### src/rtl/core/sfr_pkg.sv
// ----------------------------------------------------------------------------
// sfr_pkg
// shared types and constants of the serial frame receiver
// ----------------------------------------------------------------------------
package sfr_pkg;

  // total frame bytes beyond the payload: start, type, length, checksum, end
  localparam logic [8:0] FRAME_OVERHEAD = 9'd5;

  localparam logic [7:0] IDLE_TICKS_MAX = 8'hff;

  // register reset values
  localparam logic [7:0] START_BYTE_RST      = 8'd170;
  localparam logic [7:0] TYPE_BYTE_RST       = 8'd81;
  localparam logic [7:0] END_BYTE_RST        = 8'd85;
  localparam logic [8:0] MAX_FRAME_BYTES_RST = 9'd64;
  localparam logic [7:0] IDLE_LIMIT_RST      = 8'd50;

  localparam int CFG_INDEX_W = 3;

  typedef enum logic [CFG_INDEX_W-1:0] {
    REG_START_BYTE      = 3'd0,
    REG_TYPE_BYTE       = 3'd1,
    REG_END_BYTE        = 3'd2,
    REG_MAX_FRAME_BYTES = 3'd3,
    REG_IDLE_LIMIT      = 3'd4
  } reg_idx_t;

  typedef enum logic [1:0] {
    STATUS_OK       = 2'd0,
    STATUS_CSUM_ERR = 2'd1,
    STATUS_TIMEOUT  = 2'd2
  } status_t;

  typedef enum logic {
    MODE_BYTE = 1'b0,
    MODE_TICK = 1'b1
  } mode_t;

  typedef struct packed {
    logic       mode;
    logic [7:0] rx_byte;
  } item_t;

  typedef struct packed {
    status_t     status;
    logic [15:0] temperature;
  } result_t;

endpackage

### src/rtl/core/serial_frame_receiver.sv
// ----------------------------------------------------------------------------
// serial_frame_receiver
// deframes received serial bytes and reports complete frames on poll ticks
// ----------------------------------------------------------------------------
//
//  channel   signals                               direction  transaction
//  --------  ------------------------------------  ---------  ---------------------
//  item      item_valid, item_ready, item          in         one byte or poll tick
//  result    result_valid, result_ready, result    out        frame status + temp
//  cfg       cfg_valid, cfg_ready, cfg_index/data  in         one register write
//
//  one item per cycle: the frame state updates on the accepting edge and any
//  result lands in the result register on that same edge
//  the item side stalls only while the result register holds a transaction
//  that the sink does not take in the same cycle
//  cfg writes are always taken, cfg_ready is tied high
//  reset is synchronous and clears all frame state, registers go to defaults
//
module serial_frame_receiver
  import sfr_pkg::*;
(
  input  logic                   clk,
  input  logic                   rst,
  // item channel
  input  logic                   item_valid,
  output logic                   item_ready,
  input  item_t                  item,
  // result channel
  output logic                   result_valid,
  input  logic                   result_ready,
  output result_t                result,
  // configuration write channel
  input  logic                   cfg_valid,
  output logic                   cfg_ready,
  input  logic [CFG_INDEX_W-1:0] cfg_index,
  input  logic [8:0]             cfg_data
);

  // configuration registers
  logic [7:0] start_byte;
  logic [7:0] type_byte;
  logic [7:0] end_byte;
  logic [8:0] max_frame_bytes;
  logic [7:0] idle_limit;

  // frame state
  logic [8:0] byte_count,   byte_count_next;
  logic [7:0] running_xor,  running_xor_next;
  logic [7:0] length_field, length_field_next;
  logic [7:0] temp_high,    temp_high_next;
  logic [7:0] temp_low,     temp_low_next;
  logic       frame_ready,  frame_ready_next;
  logic [7:0] idle_ticks,   idle_ticks_next;

  // result staging
  logic       item_fire;
  logic       res_load;
  result_t    res_data;

  // datapath helpers
  logic [7:0] b;
  logic [7:0] len_eff;
  logic [8:0] total;
  logic [8:0] count_inc;

  assign cfg_ready  = 1'b1;
  // the result register frees up in the same cycle it is drained
  assign item_ready = !result_valid || result_ready;
  assign item_fire  = item_valid && item_ready;

  assign b         = item.rx_byte;
  // length byte is used in the same cycle it arrives
  assign len_eff   = (byte_count == 9'd2) ? b : length_field;
  assign total     = {1'b0, len_eff} + FRAME_OVERHEAD;
  assign count_inc = byte_count + 9'd1;

  // configuration writes, unknown indexes are dropped
  always_ff @(posedge clk) begin
    if (rst) begin
      start_byte      <= START_BYTE_RST;
      type_byte       <= TYPE_BYTE_RST;
      end_byte        <= END_BYTE_RST;
      max_frame_bytes <= MAX_FRAME_BYTES_RST;
      idle_limit      <= IDLE_LIMIT_RST;
    end else if (cfg_valid && cfg_ready) begin
      case (reg_idx_t'(cfg_index))
        REG_START_BYTE:      start_byte      <= cfg_data[7:0];
        REG_TYPE_BYTE:       type_byte       <= cfg_data[7:0];
        REG_END_BYTE:        end_byte        <= cfg_data[7:0];
        REG_MAX_FRAME_BYTES: max_frame_bytes <= cfg_data;
        REG_IDLE_LIMIT:      idle_limit      <= cfg_data[7:0];
        default: ;
      endcase
    end
  end

  // next frame state and result for the accepted item
  always_comb begin
    byte_count_next   = byte_count;
    running_xor_next  = running_xor;
    length_field_next = length_field;
    temp_high_next    = temp_high;
    temp_low_next     = temp_low;
    frame_ready_next  = frame_ready;
    idle_ticks_next   = idle_ticks;
    res_load          = 1'b0;
    res_data          = '{status: STATUS_OK, temperature: 16'd0};

    if (item_fire) begin
      if (mode_t'(item.mode) == MODE_BYTE) begin
        // any received byte counts as line activity
        idle_ticks_next = 8'd0;
        // while a finished frame waits, bytes are dropped
        if (!frame_ready) begin
          if (byte_count == 9'd0) begin
            // hunt for the start byte
            if (b == start_byte) begin
              running_xor_next = b;
              byte_count_next  = 9'd1;
            end
          end else if (byte_count == 9'd1) begin
            // type check, a bad type throws the frame away
            if (b != type_byte) begin
              byte_count_next  = 9'd0;
              running_xor_next = 8'd0;
            end else begin
              running_xor_next = running_xor ^ b;
              byte_count_next  = 9'd2;
            end
          end else begin
            // capture length and the two temperature bytes
            if (byte_count == 9'd2) begin
              length_field_next = b;
            end else if (byte_count == 9'd3) begin
              temp_high_next = b;
            end else if (byte_count == 9'd4) begin
              temp_low_next = b;
            end
            if (total > max_frame_bytes) begin
              // oversize frame, checked on every byte
              byte_count_next  = 9'd0;
              running_xor_next = 8'd0;
            end else if (total == count_inc) begin
              // last byte must be the end marker
              if (b == end_byte) begin
                frame_ready_next = 1'b1;
                byte_count_next  = count_inc;
              end else begin
                byte_count_next  = 9'd0;
                running_xor_next = 8'd0;
              end
            end else begin
              byte_count_next  = count_inc;
              running_xor_next = running_xor ^ b;
            end
          end
        end
      end else begin
        // poll tick
        if (frame_ready) begin
          // report and release the waiting frame either way
          res_load = 1'b1;
          if (running_xor == 8'd0) begin
            res_data = '{status: STATUS_OK, temperature: {temp_high, temp_low}};
          end else begin
            res_data = '{status: STATUS_CSUM_ERR, temperature: 16'd0};
          end
          frame_ready_next = 1'b0;
          byte_count_next  = 9'd0;
          running_xor_next = 8'd0;
        end else if (byte_count != 9'd0) begin
          if (idle_ticks > idle_limit) begin
            // stale partial frame
            res_load         = 1'b1;
            res_data         = '{status: STATUS_TIMEOUT, temperature: 16'd0};
            byte_count_next  = 9'd0;
            running_xor_next = 8'd0;
            idle_ticks_next  = 8'd0;
          end else if (idle_ticks != IDLE_TICKS_MAX) begin
            idle_ticks_next = idle_ticks + 8'd1;
          end
        end
      end
    end
  end

  // frame state registers
  always_ff @(posedge clk) begin
    if (rst) begin
      byte_count   <= 9'd0;
      running_xor  <= 8'd0;
      length_field <= 8'd0;
      temp_high    <= 8'd0;
      temp_low     <= 8'd0;
      frame_ready  <= 1'b0;
      idle_ticks   <= 8'd0;
    end else begin
      byte_count   <= byte_count_next;
      running_xor  <= running_xor_next;
      length_field <= length_field_next;
      temp_high    <= temp_high_next;
      temp_low     <= temp_low_next;
      frame_ready  <= frame_ready_next;
      idle_ticks   <= idle_ticks_next;
    end
  end

  // result register, valid is control state, payload needs no reset
  always_ff @(posedge clk) begin
    if (rst) begin
      result_valid <= 1'b0;
    end else if (res_load) begin
      result_valid <= 1'b1;
    end else if (result_ready) begin
      result_valid <= 1'b0;
    end
  end

  always_ff @(posedge clk) begin
    if (res_load) begin
      result <= res_data;
    end
  end

endmodule

### config.mk
export PLATFORM = sky130hd
export DESIGN_NAME = serial_frame_receiver
export DESIGN_NICKNAME = d
export VERILOG_FILES = /design/src/rtl/core/sfr_pkg.sv /design/src/rtl/core/serial_frame_receiver.sv
export SDC_FILE = /design/constraint.sdc
export NUM_CORES = 1
export LEC_CHECK = 0
export BUFFER_PORTS_ARGS = -buffer_cell sky130_fd_sc_hd__buf_2
export CAP_MARGIN = 20
export CORE_ASPECT_RATIO = 0.5
export CORE_MARGIN = 10
export CORE_UTILIZATION = 37
export DETAILED_ROUTE_END_ITERATION = 10
export GPL_TIMING_DRIVEN = 0
export PLACE_DENSITY = 0.54
export REMOVE_ABC_BUFFERS = 1
export SKIP_CTS_REPAIR_TIMING = 1
export SLEW_MARGIN = 20
export SYNTH_ARGS = -nofsm -noshare
export SYNTH_HDL_FRONTEND = slang
export SYNTH_SLANG_ARGS = --single-unit
### constraint.sdc
create_clock -name clk -period 4.2 [get_ports clk]
set_clock_uncertainty 0.05 [all_clocks]
set_input_delay 0.42 -clock clk [delete_from_list [all_inputs] [get_ports clk]]
set_output_delay 0.42 -clock clk [all_outputs]
set_load 0.005 [all_outputs]
==> metrics.yaml <==
port_buffers: 45
p_seq_share_pct: 51.5
cap_violations: 0
place_hpwl_um: 10200
fmax_mhz: 257
layout.nets: 749
yosysUniqueCellTypes: 54
drc_errors: 0
pwr-share-clk_pct: 41.8
cts.sinks: 110
drt-pass1-iter-count: 5
p_switching_mw: 0.506
syn_area_per_cell_um2: 8.69
fillers: 1536
worst-setup-path-type: "flip-flop to flip-flop"
rsz0062_at_grt: "no"
p_comb_share_pct: 6.7
cts_htree_levels: 3
netlist_area_mm2: 0.00583
synth_largest_area_cell: "dfxtp_1"
antennaDiodeCount: 0
drt-wirelength-per-cell_um: 15.9
period_minus_slack_ns: 3.89
yosys_warnings: 0
synth-edff-count: 18
cp-start-kind: "flip-flop"
hp-class: "input pin to flip-flop"
drive_gt1_share_pct: 12.9
first_iter_violations: 314
synthTopCellsByArea: "dfxtp_1 (32%), edfxtp_1 (9.3%), nand2_1 (6.7%)"
insertion_delay_ns: 0.35
p_leak_nw: 2.57
vias: 4538
ant_nets: 0
crit_required_ns: 4.38
yosysSeqAreaShare_pct: 40.9
clk_pin_slew_ns: 0.08
layout_common_cells: "nand2_1 (103), dfxtp_1 (90), nor2_1 (55), buf_2 (44), a21oi_1 (39)"
grt_pass1_wl_um: 23500
area_delta_synth_final_pct: 13.9
min_period_over_period_pct: 92.7
yosysTopAreaCellShare_pct: 31.6
fp-row-count: 32
final_common_cell: "nand2_1"
cp_max_fo: 8
final_util_pct: 43.1
routed_wl_um: 14500
cp.arrival_ns: 4.08
fin_ws_ns: 0.306
die_h_um: 109
syn_inst: 671
outcome: "finished, final reports clean"
place_ws_ns: -0.515
timing.slew.headroom_pct: 40.0
grt_start_max_net_pins: 51
cts-root-buf: "clkbuf_16"
p_int_mw: 1.60
start_util_pct: 37.8
whs_ns: 0.259
grt.total_usage_pct: 13.7
avgViaCountPerCell: 4.99
grt_pass1_vias: 4461
finalHoldViolCount: 0
setup_tns_ns: 0
swShare_pct: 24.1
ioPinCount: 47
synthFlopType: "dfxtp_1"
overflow: 0
finalMaxSlewViolations: 0
worstMarginPinSlew_ns: 0.897
antenna_found_initial: 0
synth-async-reset-ratio_pct: 0
fp.coreArea_mm2: 0.0154
gp_congestion: 0.858
die_area_mm2: 0.0215
cts.path.max_buffers: 2
powerDensity_mw_per_mm2: 317
endpoint_kind: "flip-flop"
peakVddDrop_mv: 0.182
die_w_um: 197
cts_tree: "yes"
cts_made_buffers: 9
ys_ff_latch: 110
finalSetupViolations: 0
## per-stage QoR
| stage | std cells | power, mW | area, um^2 |
|---|---|---|---|
| floorplan | 636 | 1.17 | 5680 |
| global placement | 885 | 1.24 | 6160 |
| detailed placement | 887 | 1.25 | 6200 |
| CTS | 903 | 2.13 | 6500 |
| global route | 909 | 2.19 | 6640 |
| finish | 909 | 2.10 | 6640 |
## synth_stat cells, types with 2 or more instances
cell type,count
and3_1,7
a41oi_1,2
nor2_1,56
nor3_1,18
xor2_1,28
mux2i_1,31
a21oi_1,39
inv_1,27
a211oi_2,2
a211oi_1,2
nand3b_1,9
o2bb2ai_1,8
a31oi_1,2
nand3_1,17
o2111ai_1,3
o31ai_1,2
ha_1,23
and2_1,23
a22oi_1,4
buf_2,3
dfxtp_1,92
nand4_1,16
or3_1,4
buf_4,2
a32oi_1,2
o21ai_0,12
nor4_1,4
clkbuf_2,2
and4_1,2
a21o_1,3
xnor2_1,34
o21a_1,6
a211o_1,7
nor2b_1,12
nand2b_1,2
edfxtp_1,18
nand2_1,104
buf_1,5
clkbuf_1,23
## critical path, cell delays in order, from the launching register on
cell and delay, ns:
dfxtp_2 0.38, nor4_4 0.44, nand4_4 0.21, mux2i_4 0.25
inv_1 0.12, ha_4 0.21, o2111ai_2 0.22, xor2_1 0.22
mux2i_2 0.13, ha_1 0.31, o21a_1 0.12, o21ai_1 0.06
a211oi_1 0.28, o21ai_2 0.13, a21oi_1 0.14, a41oi_1 0.07
o21ai_2 0.17, buf_4 0.17, o2bb2ai_1 0.08
## routing by layer
| layer | global-route usage (%) | wire length [um] |
|---|---|---|
| met4 | 2.72 | 72 |
| met2 | 22.5 | 6690 |
| met3 | 2.89 | 552 |
| met1 | 18.5 | 7170 |
| met5 | 0 | 0 |
## registers in the layout (all words and copies together) (netlist names)
name / count
running_xor: 8
start_byte: 8
result: 18
result_valid: 1
max_frame_bytes: 9
byte_count: 9
temp_high: 8
type_byte: 8
idle_ticks: 8
end_byte: 8
temp_low: 8
length_field: 8
frame_ready: 1
idle_limit: 8
## power by group through the flow
stage	Sequential [mW]	Combinational, mW	Clock [mW]
after floorplan	1.11	0.0668	0
after global placement	1.11	0.135	0
after detailed placement	1.11	0.139	0
after CTS	1.08	0.140	0.911
after global routing	1.08	0.156	0.951
final	1.08	0.140	0.879
## kinds of logic after synthesis
kind of cell | after synthesis | share of synthesized area [%]
and+or+nand+nor | 281 | 23.6
DFF | 110 | 40.9
AOI/OAI and AO/OA | 100 | 11.4
xor gates and xnor gates | 62 | 9.32
buffers and inverters | 62 | 4.23
muxes | 32 | 5.56
adders and majority gates | 23 | 4.94
other | 1 | 0.0643
## final timing paths
| path | from | endpoint | slack (ns) | cells after the start |
|---|---|---|---|---|
| worst min register to register | max_frame_bytes[7] | max_frame_bytes[7] | 0.41 | 2 |
| worst min-delay path | cfg_data[8] | max_frame_bytes[8] | 0.26 | 3 |
| worst max-delay path | byte_count[5] | running_xor[1] | 0.31 | 18 |
| worst max register to register | byte_count[5] | running_xor[1] | 0.31 | 18 |
## area by class of cell
cell class                 instances  area (um^2)  area share [%]
clock buffer                       9          225            3.39
sequential                       110         2380            35.9
timing repair buffer              53          304            4.58
clock inverter                     7         80.1            1.21
inverter                          27          101            1.53
multi-input combinational        499         3290            49.5
tap                              204          255            3.85
(Power assumes the default switching activity.)
